File: src/rtl/gc_victim_cost_select_top_macros.svh
`ifndef GC_VICTIM_COST_SELECT_TOP_MACROS_SVH
`define GC_VICTIM_COST_SELECT_TOP_MACROS_SVH

// Same-cycle implication, disabled while reset is asserted.
`define GCVCS_ASSERT_NOW(label, clk, rst_n, ante, cons) \
    label: assert property (@(posedge clk) disable iff (!(rst_n)) (ante) |-> (cons)) \
        else $error("gcvcs assertion failed");

// Next-cycle implication, disabled while reset is asserted.
`define GCVCS_ASSERT_NEXT(label, clk, rst_n, ante, cons) \
    label: assert property (@(posedge clk) disable iff (!(rst_n)) (ante) |=> (cons)) \
        else $error("gcvcs assertion failed");

`endif

File: src/rtl/gcvcs_pkg.sv
`timescale 1ns / 1ps

package gcvcs_pkg;

    localparam int PAGES_PER_BLOCK = 4096;

    localparam int VALID_W  = 13;
    localparam int ERASE_W  = 16;
    localparam int NUMBER_W = 16;
    localparam int WEIGHT_W = 20;
    localparam int COST_W   = 48;
    localparam int FRAC_W   = 16;
    localparam int CFG_W    = 20;

    localparam int PROD_W     = VALID_W + ERASE_W;
    localparam int DIVIDEND_W = PROD_W + FRAC_W;
    localparam int DIV_STEPS  = (DIVIDEND_W + 1) / 2;
    localparam int DQ_W       = 2 * DIV_STEPS;
    localparam int WEAR_W     = WEIGHT_W + ERASE_W;
    localparam int SUM_W      = DQ_W + 1;
    localparam int STEP_W     = $clog2(DIV_STEPS);

    localparam logic [ERASE_W-1:0]  ERASE_LIMIT_RESET = 16'd3000;
    localparam logic [WEIGHT_W-1:0] WEAR_WEIGHT_RESET = 20'd3277;

    typedef enum logic {
        CFG_ERASE_LIMIT = 1'b0,
        CFG_WEAR_WEIGHT = 1'b1
    } t_cfg_reg;

    typedef enum logic [2:0] {
        S_IDLE,
        S_MUL,
        S_DIV,
        S_SUM,
        S_UPDATE,
        S_OUT
    } t_state;

    typedef struct packed {
        logic load;
        logic mul;
        logic div_step;
        logic sum;
        logic update;
        logic out_load;
    } t_cmd;

    typedef struct packed {
        logic qual;
        logic last;
        logic out_free;
    } t_status;

endpackage

File: src/rtl/gcvcs_ctrl.sv
`timescale 1ns / 1ps
`include "gc_victim_cost_select_top_macros.svh"

module gcvcs_ctrl
    import gcvcs_pkg::*;
(
    input  logic    i_clk,
    input  logic    i_rst_n,
    input  logic    i_valid,
    output logic    o_ready,
    input  t_status i_sts,
    output t_cmd    o_cmd
);

    localparam logic [STEP_W-1:0] LAST_STEP = STEP_W'(DIV_STEPS - 1);

    t_state              r_state;
    t_state              n_state;
    logic [STEP_W-1:0]   r_step;
    logic [STEP_W-1:0]   n_step;

    always_ff @(posedge i_clk) begin
        if (!i_rst_n) begin
            r_state <= S_IDLE;
            r_step  <= '0;
        end else begin
            r_state <= n_state;
            r_step  <= n_step;
        end
    end

    always_comb begin
        n_state = r_state;
        n_step  = r_step;
        o_cmd   = '0;
        o_ready = 1'b0;
        unique case (r_state)
            S_IDLE: begin
                o_ready = 1'b1;
                if (i_valid) begin
                    o_cmd.load = 1'b1;
                    n_state    = S_MUL;
                end
            end
            S_MUL: begin
                o_cmd.mul = 1'b1;
                n_step    = '0;
                n_state   = i_sts.qual ? S_DIV : S_UPDATE;
            end
            S_DIV: begin
                o_cmd.div_step = 1'b1;
                n_step         = r_step + 1'b1;
                if (r_step == LAST_STEP) begin
                    n_state = S_SUM;
                end
            end
            S_SUM: begin
                o_cmd.sum = 1'b1;
                n_state   = S_UPDATE;
            end
            S_UPDATE: begin
                o_cmd.update = 1'b1;
                n_state      = i_sts.last ? S_OUT : S_IDLE;
            end
            S_OUT: begin
                if (i_sts.out_free) begin
                    o_cmd.out_load = 1'b1;
                    n_state        = S_IDLE;
                end
            end
            default: begin
                n_state = S_IDLE;
            end
        endcase
    end

    `GCVCS_ASSERT_NOW(a_out_load_free, i_clk, i_rst_n, o_cmd.out_load, i_sts.out_free)
    `GCVCS_ASSERT_NEXT(a_qual_enters_div, i_clk, i_rst_n, (r_state == S_MUL) && i_sts.qual, (r_state == S_DIV) && (r_step == '0))
    `GCVCS_ASSERT_NEXT(a_div_to_sum, i_clk, i_rst_n, (r_state == S_DIV) && (r_step == LAST_STEP), r_state == S_SUM)
    `GCVCS_ASSERT_NEXT(a_plain_item_ends, i_clk, i_rst_n, (r_state == S_UPDATE) && !i_sts.last, o_ready)

endmodule

File: src/rtl/gcvcs_dp.sv
`timescale 1ns / 1ps
`include "gc_victim_cost_select_top_macros.svh"

module gcvcs_dp
    import gcvcs_pkg::*;
(
    input  logic                i_clk,
    input  logic                i_rst_n,
    input  t_cmd                i_cmd,
    output t_status             o_sts,
    input  logic                i_cfg_we,
    input  t_cfg_reg            i_cfg_reg,
    input  logic [CFG_W-1:0]    i_cfg_data,
    input  logic [VALID_W-1:0]  i_valid_pages,
    input  logic [ERASE_W-1:0]  i_pe_count,
    input  logic [NUMBER_W-1:0] i_candidate_number,
    input  logic                i_last,
    output logic                o_valid,
    input  logic                i_ready,
    output logic [NUMBER_W-1:0] o_victim_number,
    output logic                o_found,
    output logic [COST_W-1:0]   o_victim_cost
);

    localparam logic [17:0] PAGES_MAX = 18'(PAGES_PER_BLOCK);

    logic [ERASE_W-1:0]  r_erase_limit;
    logic [WEIGHT_W-1:0] r_wear_weight;

    logic [VALID_W-1:0]  r_valid;
    logic [ERASE_W-1:0]  r_erase;
    logic [ERASE_W-1:0]  r_div;
    logic [NUMBER_W-1:0] r_number;
    logic                r_last;
    logic                r_qual;

    logic [DQ_W-1:0]     r_dq;
    logic [ERASE_W-1:0]  r_rem;
    logic [WEAR_W-1:0]   r_wear;
    logic [COST_W-1:0]   r_cost;

    logic [COST_W-1:0]   r_best_cost;
    logic [NUMBER_W-1:0] r_best_number;
    logic                r_have_best;

    logic                r_out_valid;
    logic [NUMBER_W-1:0] r_out_number;
    logic                r_out_found;
    logic [COST_W-1:0]   r_out_cost;

    logic [VALID_W-1:0]  valid_sat;
    logic [PROD_W-1:0]   prod;
    logic [ERASE_W:0]    t1;
    logic [ERASE_W:0]    t2;
    logic                ge1;
    logic                ge2;
    logic [ERASE_W-1:0]  rem1;
    logic [ERASE_W-1:0]  rem2;
    logic [SUM_W-1:0]    sum;
    logic                take;

    always_comb begin
        valid_sat = (18'(i_valid_pages) > PAGES_MAX) ? PAGES_MAX[VALID_W-1:0] : i_valid_pages;
        prod      = PROD_W'(r_valid) * PROD_W'(r_erase_limit);

        t1   = {r_rem, r_dq[DQ_W-1]};
        ge1  = t1 >= {1'b0, r_div};
        rem1 = ge1 ? ERASE_W'(t1 - {1'b0, r_div}) : t1[ERASE_W-1:0];
        t2   = {rem1, r_dq[DQ_W-2]};
        ge2  = t2 >= {1'b0, r_div};
        rem2 = ge2 ? ERASE_W'(t2 - {1'b0, r_div}) : t2[ERASE_W-1:0];

        // The quotient and wear term together stay below 2^48, so the sum never saturates.
        sum  = SUM_W'(r_dq) + SUM_W'(r_wear);
        take = r_qual && (!r_have_best || (r_cost < r_best_cost));
    end

    always_ff @(posedge i_clk) begin
        if (!i_rst_n) begin
            r_erase_limit <= ERASE_LIMIT_RESET;
            r_wear_weight <= WEAR_WEIGHT_RESET;
        end else if (i_cfg_we) begin
            unique case (i_cfg_reg)
                CFG_ERASE_LIMIT: r_erase_limit <= i_cfg_data[ERASE_W-1:0];
                CFG_WEAR_WEIGHT: r_wear_weight <= i_cfg_data[WEIGHT_W-1:0];
                default: begin
                end
            endcase
        end
    end

    always_ff @(posedge i_clk) begin
        if (i_cmd.load) begin
            r_valid  <= valid_sat;
            r_erase  <= i_pe_count;
            r_div    <= r_erase_limit - i_pe_count;
            r_number <= i_candidate_number;
            r_last   <= i_last;
            r_qual   <= i_pe_count < r_erase_limit;
        end
        if (i_cmd.mul) begin
            r_dq   <= DQ_W'({prod, FRAC_W'(0)});
            r_rem  <= '0;
            r_wear <= WEAR_W'(r_wear_weight) * WEAR_W'(r_erase);
        end else if (i_cmd.div_step) begin
            r_dq  <= {r_dq[DQ_W-3:0], ge1, ge2};
            r_rem <= rem2;
        end
        if (i_cmd.sum) begin
            r_cost <= COST_W'(sum);
        end
        if (i_cmd.out_load) begin
            r_out_number <= r_best_number;
            r_out_found  <= r_have_best;
            r_out_cost   <= r_best_cost;
        end
    end

    always_ff @(posedge i_clk) begin
        if (!i_rst_n) begin
            r_best_cost   <= '1;
            r_best_number <= '0;
            r_have_best   <= 1'b0;
            r_out_valid   <= 1'b0;
        end else begin
            if (i_cmd.out_load) begin
                r_best_cost   <= '1;
                r_best_number <= '0;
                r_have_best   <= 1'b0;
            end else if (i_cmd.update && take) begin
                r_best_cost   <= r_cost;
                r_best_number <= r_number;
                r_have_best   <= 1'b1;
            end
            if (i_cmd.out_load) begin
                r_out_valid <= 1'b1;
            end else if (i_ready) begin
                r_out_valid <= 1'b0;
            end
        end
    end

    assign o_sts.qual     = r_qual;
    assign o_sts.last     = r_last;
    assign o_sts.out_free = !r_out_valid || i_ready;

    assign o_valid         = r_out_valid;
    assign o_victim_number = r_out_number;
    assign o_found         = r_out_found;
    assign o_victim_cost   = r_out_cost;

    `GCVCS_ASSERT_NEXT(a_round_cleared, i_clk, i_rst_n, i_cmd.out_load, !r_have_best && (r_best_cost == '1) && (r_best_number == '0))
    `GCVCS_ASSERT_NEXT(a_empty_round_cost, i_clk, i_rst_n, i_cmd.out_load && !r_have_best, o_valid && !o_found && (o_victim_cost == '1))

endmodule

File: src/rtl/gc_victim_cost_select_top.sv
// Cost-benefit victim selection for flash garbage collection.
// The input channel carries one candidate block per transaction: valid page
// count, program/erase count, block number and a last mark. Each block costs
// valid_pages * erase_limit / (erase_limit - pe_count) plus
// wear_weight * pe_count, in Q32.16; blocks at or above the erase limit
// are skipped. The lowest cost wins, and the earlier block wins a tie.
// The transaction marked last produces one output transaction with the
// victim number, a found flag and its cost, and then clears the round.
// A costed candidate passes the multiply, divide, sum and update states
// before the next one is accepted; a skipped block goes from multiply to
// update, and the last one then loads the result in the output state.
// The divide state uses the shared restoring divider, which retires two
// quotient bits per cycle for a 45-bit dividend.
// The result sits in an output register, so the next candidate is accepted
// while it waits; a stalled receiver only holds up the next last candidate.
// The configuration channel is always ready and must only be used while idle.
// Reset restores erase_limit to 3000 and wear_weight to 3277 and empties
// the round.
`timescale 1ns / 1ps

module gc_victim_cost_select_top
    import gcvcs_pkg::*;
(
    input  logic                i_clk,
    input  logic                i_rst_n,
    input  logic                i_valid,
    output logic                o_ready,
    input  logic [VALID_W-1:0]  i_valid_pages,
    input  logic [ERASE_W-1:0]  i_pe_count,
    input  logic [NUMBER_W-1:0] i_candidate_number,
    input  logic                i_last,
    output logic                o_valid,
    input  logic                i_ready,
    output logic [NUMBER_W-1:0] o_victim_number,
    output logic                o_found,
    output logic [COST_W-1:0]   o_victim_cost,
    input  logic                i_cfg_valid,
    output logic                o_cfg_ready,
    input  t_cfg_reg            i_cfg_index,
    input  logic [CFG_W-1:0]    i_cfg_data
);

    t_cmd    cmd;
    t_status sts;

    assign o_cfg_ready = 1'b1;

    gcvcs_ctrl u_ctrl (
        .i_clk   (i_clk),
        .i_rst_n (i_rst_n),
        .i_valid (i_valid),
        .o_ready (o_ready),
        .i_sts   (sts),
        .o_cmd   (cmd)
    );

    gcvcs_dp u_dp (
        .i_clk              (i_clk),
        .i_rst_n            (i_rst_n),
        .i_cmd              (cmd),
        .o_sts              (sts),
        .i_cfg_we           (i_cfg_valid && o_cfg_ready),
        .i_cfg_reg          (i_cfg_index),
        .i_cfg_data         (i_cfg_data),
        .i_valid_pages      (i_valid_pages),
        .i_pe_count         (i_pe_count),
        .i_candidate_number (i_candidate_number),
        .i_last             (i_last),
        .o_valid            (o_valid),
        .i_ready            (i_ready),
        .o_victim_number    (o_victim_number),
        .o_found            (o_found),
        .o_victim_cost      (o_victim_cost)
    );

endmodule

File: config.mk
export PLATFORM = sky130hd
export DESIGN_NAME = gc_victim_cost_select_top
export DESIGN_NICKNAME = d
export VERILOG_FILES = /design/src/rtl/gcvcs_pkg.sv /design/src/rtl/gcvcs_ctrl.sv /design/src/rtl/gcvcs_dp.sv /design/src/rtl/gc_victim_cost_select_top.sv
export VERILOG_INCLUDE_DIRS = /design/src /design/src/rtl
export SDC_FILE = /design/constraint.sdc
export NUM_CORES = 2
export LEC_CHECK = 0
export ABC_AREA = 1
export BUFFER_PORTS_ARGS = -buffer_cell sky130_fd_sc_hd__buf_2
export CORE_ASPECT_RATIO = 1.5
export CORE_MARGIN = 2
export CORE_UTILIZATION = 25
export DETAILED_ROUTE_END_ITERATION = 12
export HOLD_SLACK_MARGIN = 0.06
export MAX_ROUTING_LAYER = met4
export PLACE_DENSITY_LB_ADDON = 0.15
export SLEW_MARGIN = 20
export SYNTH_ARGS = -nofsm -noshare
export SYNTH_HDL_FRONTEND = slang
export SYNTH_SLANG_ARGS = --single-unit
File: constraint.sdc
create_clock -name i_clk -period 10.6 [get_ports i_clk]
set_input_delay 1.06 -clock i_clk [delete_from_list [all_inputs] [get_ports i_clk]]
set_output_delay 1.06 -clock i_clk [all_outputs]
set_load 0.01 [all_outputs]
==> qor.txt <==
outcome - finished clean
number of flops mapped to enable cells by yosys - 240
Post-synth ARST share - 0
core area - 147800 um^2
Via density - 4.367
top-level I/O count - 140
Fillers - 16159
Crit. End Element - register
DR WL/cell - 17.71 um
Root Driver - clkbuf_16
total gr overflow - 0
Area Overhead vs Synth - 11.83%
Final ANT Viol Nets - 0
Worst Path Required - 10.96 ns
Port Buffers - 138
worst hold path type - register to register
chip width - 318.9 um
Slew @ Worst Pin - 1.079 ns
DR DRC count - 0
via count - 28703
Arrival @ worst endpoint - 6.83 ns
worst hold start - u_dp.r_best_number[1]$_SDFFE_PP0P_
Hold Fails Final Rpt - 0
sequential cell area - 10070 um^2
TritonCTS Buffers - 47
clock sink count - 383
Initial Util - 0.2516
GRT Total Usage - 0.1584
Clock Skew - 0.05567 ns
Setup Viol. Count Final - 0
Slew Viols, Final - 0
initial antenna violation count - 3
Fmax - 154.5 MHz
first-pass GRT wire length - 181500 um
row count - 173
RR Endpoint - u_dp.r_wear[35]$_DFFE_PP_
worst reg-to-reg path cell count - 22
worst r2r src - u_dp.r_erase[7]$_DFFE_PP_
r2r setup slk - 4.13 ns
Post-synth top cells - 1080 x nand2_1, 1025 x inv_1, 408 x fa_1
fin nets - 5401
Placed Cells - 6483
post_cts resized - 0
Clock Path Buffers - 3
final hold slack - 0.4348 ns
largest net degree at the start of global routing - 80
syn_area_per_cell - 8.164 um^2
multi-input logic area - 22590 um^2
Syn Nets - 5350
hold-fix buffers at CTS - 0
flops & latches, synth - 383
hold endpoint - u_dp.o_victim_number[1]$_DFFE_PP_
drt total wl - 116400 um
top post-synthesis cells by area - fa_1 22%, edfxtp_1 19%, nand2_1 11%
Rel. slew slack - 0.2807
Yosys top cell area share - 0.2196
CTS tree - done
startpoint types - register
chip height - 476.4 um
mapped cell area - 37190 um^2
worst skew pair latency - 0.66 ns
setup bufs post-CTS - 0
Iter 0 DRT Violations - 1330
vias in the first global route - 30943
period utilization - 0.6106
synthesis warning total - 0
Final GP Congestion - 0.8658
DR pass1 iterations - 5
max cap viols - 0
sequential-to-total area share from yosys stat - 0.2707
critical path class - register to register
DIE AREA - 151900 um^2
HPWL Detailed - 91820 um
area leader, netlist - fa_1
Critical Path Fanout Max - 20
most frequent cell after synthesis - nand2_1
H-tree Lvls - 2
Non-Filler Instances - 6572
fin crit period - 6.472 ns
fin area - 41590 um^2
Cells after Synth - 4556
post-synth cell types - 53
Reg clk slew, reported paths - 0.06 ns
placed inst area - 39920 um^2
Synth Flop Type - edfxtp_1
layout cells sized above 1 - 0.06565
Hold Path Stages - 0
RSZ-0062 raised after global routing - false
Setup TNS - 0 ns
-- flip-flops by register name, indices dropped and copies added, names as in the netlist --
| name | flops |
|---|---|
| u_dp.r_wear | 36 |
| u_dp.o_valid | 1 |
| u_ctrl.r_state | 3 |
| u_dp.o_victim_cost | 48 |
| u_dp.r_rem | 16 |
| u_dp.r_cost | 47 |
| u_dp.o_found | 1 |
| u_dp.r_qual | 1 |
| u_dp.r_best_cost | 48 |
| u_ctrl.r_step | 5 |
| u_dp.r_erase_limit | 16 |
| u_dp.o_victim_number | 16 |
| u_dp.r_last | 1 |
| u_dp.r_dq | 46 |
| u_dp.r_erase | 16 |
| u_dp.r_best_number | 16 |
| u_dp.r_div | 16 |
| u_dp.r_valid | 13 |
| u_dp.r_wear_weight | 20 |
| u_dp.r_have_best | 1 |
| u_dp.r_number | 16 |
-- how the worst max path moves through the flow --
stage                                    startpoint                        end  slack (ns)  cells after the start
after global routing      u_dp.r_erase[7]$_DFFE_PP_  u_dp.r_wear[35]$_DFFE_PP_        3.72                     22
after global placement    u_dp.r_erase[6]$_DFFE_PP_  u_dp.r_wear[34]$_DFFE_PP_        4.12                     22
after detailed placement  u_dp.r_erase[6]$_DFFE_PP_  u_dp.r_wear[32]$_DFFE_PP_        4.12                     22
after CTS                 u_dp.r_erase[6]$_DFFE_PP_  u_dp.r_wear[34]$_DFFE_PP_        4.04                     22
final                     u_dp.r_erase[7]$_DFFE_PP_  u_dp.r_wear[35]$_DFFE_PP_        4.13                     22
after floorplan                             i_valid    u_dp.r_div[0]$_DFFE_PP_        2.92                      2
-- critical path: stages, from the launching register on --
cell and delay, ns:
edfxtp_1 1.01, nand2_1 0.18, fa_1 0.56, inv_1 0.05, fa_1 0.51, inv_1 0.06
fa_1 0.54, inv_1 0.06, fa_1 0.50, fa_1 0.54, inv_1 0.05, fa_1 0.53
inv_1 0.04, ha_1 0.36, nand2_1 0.15, inv_1 0.07, a21oi_1 0.21, o21ai_0 0.16
a21oi_1 0.15, nand2_1 0.13, nand3_1 0.09, nand2_1 0.06, xor2_1 0.14
-- metrics by stage --
stage | utilization | setup WS (ns)
3_3_place_gp | 0.2700 | 4.120
6_report | 0.2813 | 4.128
2_1_floorplan | - | 2.917
5_1_grt | 0.2813 | 3.723
4_1_cts | 0.2813 | 4.043
3_5_place_dp | 0.2700 | 4.117
-- layer usage --
layer  share of wire  global-route usage
met5               0                   -
met4           0.024             0.03794
met3           0.029             0.01576
met2            0.53              0.2921
met1            0.42              0.1832
-- cell families (layout without fill, tap and decap cells) --
group | count (synthesis) | after routing | share of synthesized area
buf+inv | 1207 | 1297 | 0.1231
compound gates | 474 | 474 | 0.07027
flops | 383 | 383 | 0.2707
fa+ha+maj | 722 | 722 | 0.3252
other cells | 1 | 2 | 0.0001008
simple gates | 1651 | 1651 | 0.1828
xor+xnor | 118 | 118 | 0.02779
-- cells in the final DEF (no fill, tap or decap), types with 6 or more instances in the layout --
cell type and n:
o21a_1 8, inv_1 1024, nand2_1 1079, dfxtp_1 143, nand2_2 17, xor2_1 75, o21ai_0 152, fa_1 408
xnor2_1 43, o21bai_1 18, inv_2 6, edfxtp_1 240, clkbuf_16 50, clkbuf_1 9, nor2_1 233, nand3_2 9
o22ai_1 15, a21boi_0 6, nor3_1 24, o211ai_1 7, buf_4 39, a21oi_1 210, nand4_1 17, buf_2 138
clkinv_2 6, a21o_1 18, ha_1 314, nor4_1 8, a31oi_1 19, nand3b_1 6, nand3_1 236
-- layout make-up --
| class | count | share of cell area |
|---|---|---|
| clock buffer | 63 | 0.03222 |
| inverter | 1032 | 0.09313 |
| antenna | 1 | 0.00006016 |
| clock inverter | 25 | 0.007911 |
| sequential | 383 | 0.2421 |
| tap | 1925 | 0.05791 |
| timing repair buffer | 177 | 0.02364 |
| multi-input combinational | 2966 | 0.5430 |
Power is not shown: default switching activity piles up to over one toggle a cycle in this logic, so the estimate is an artifact.
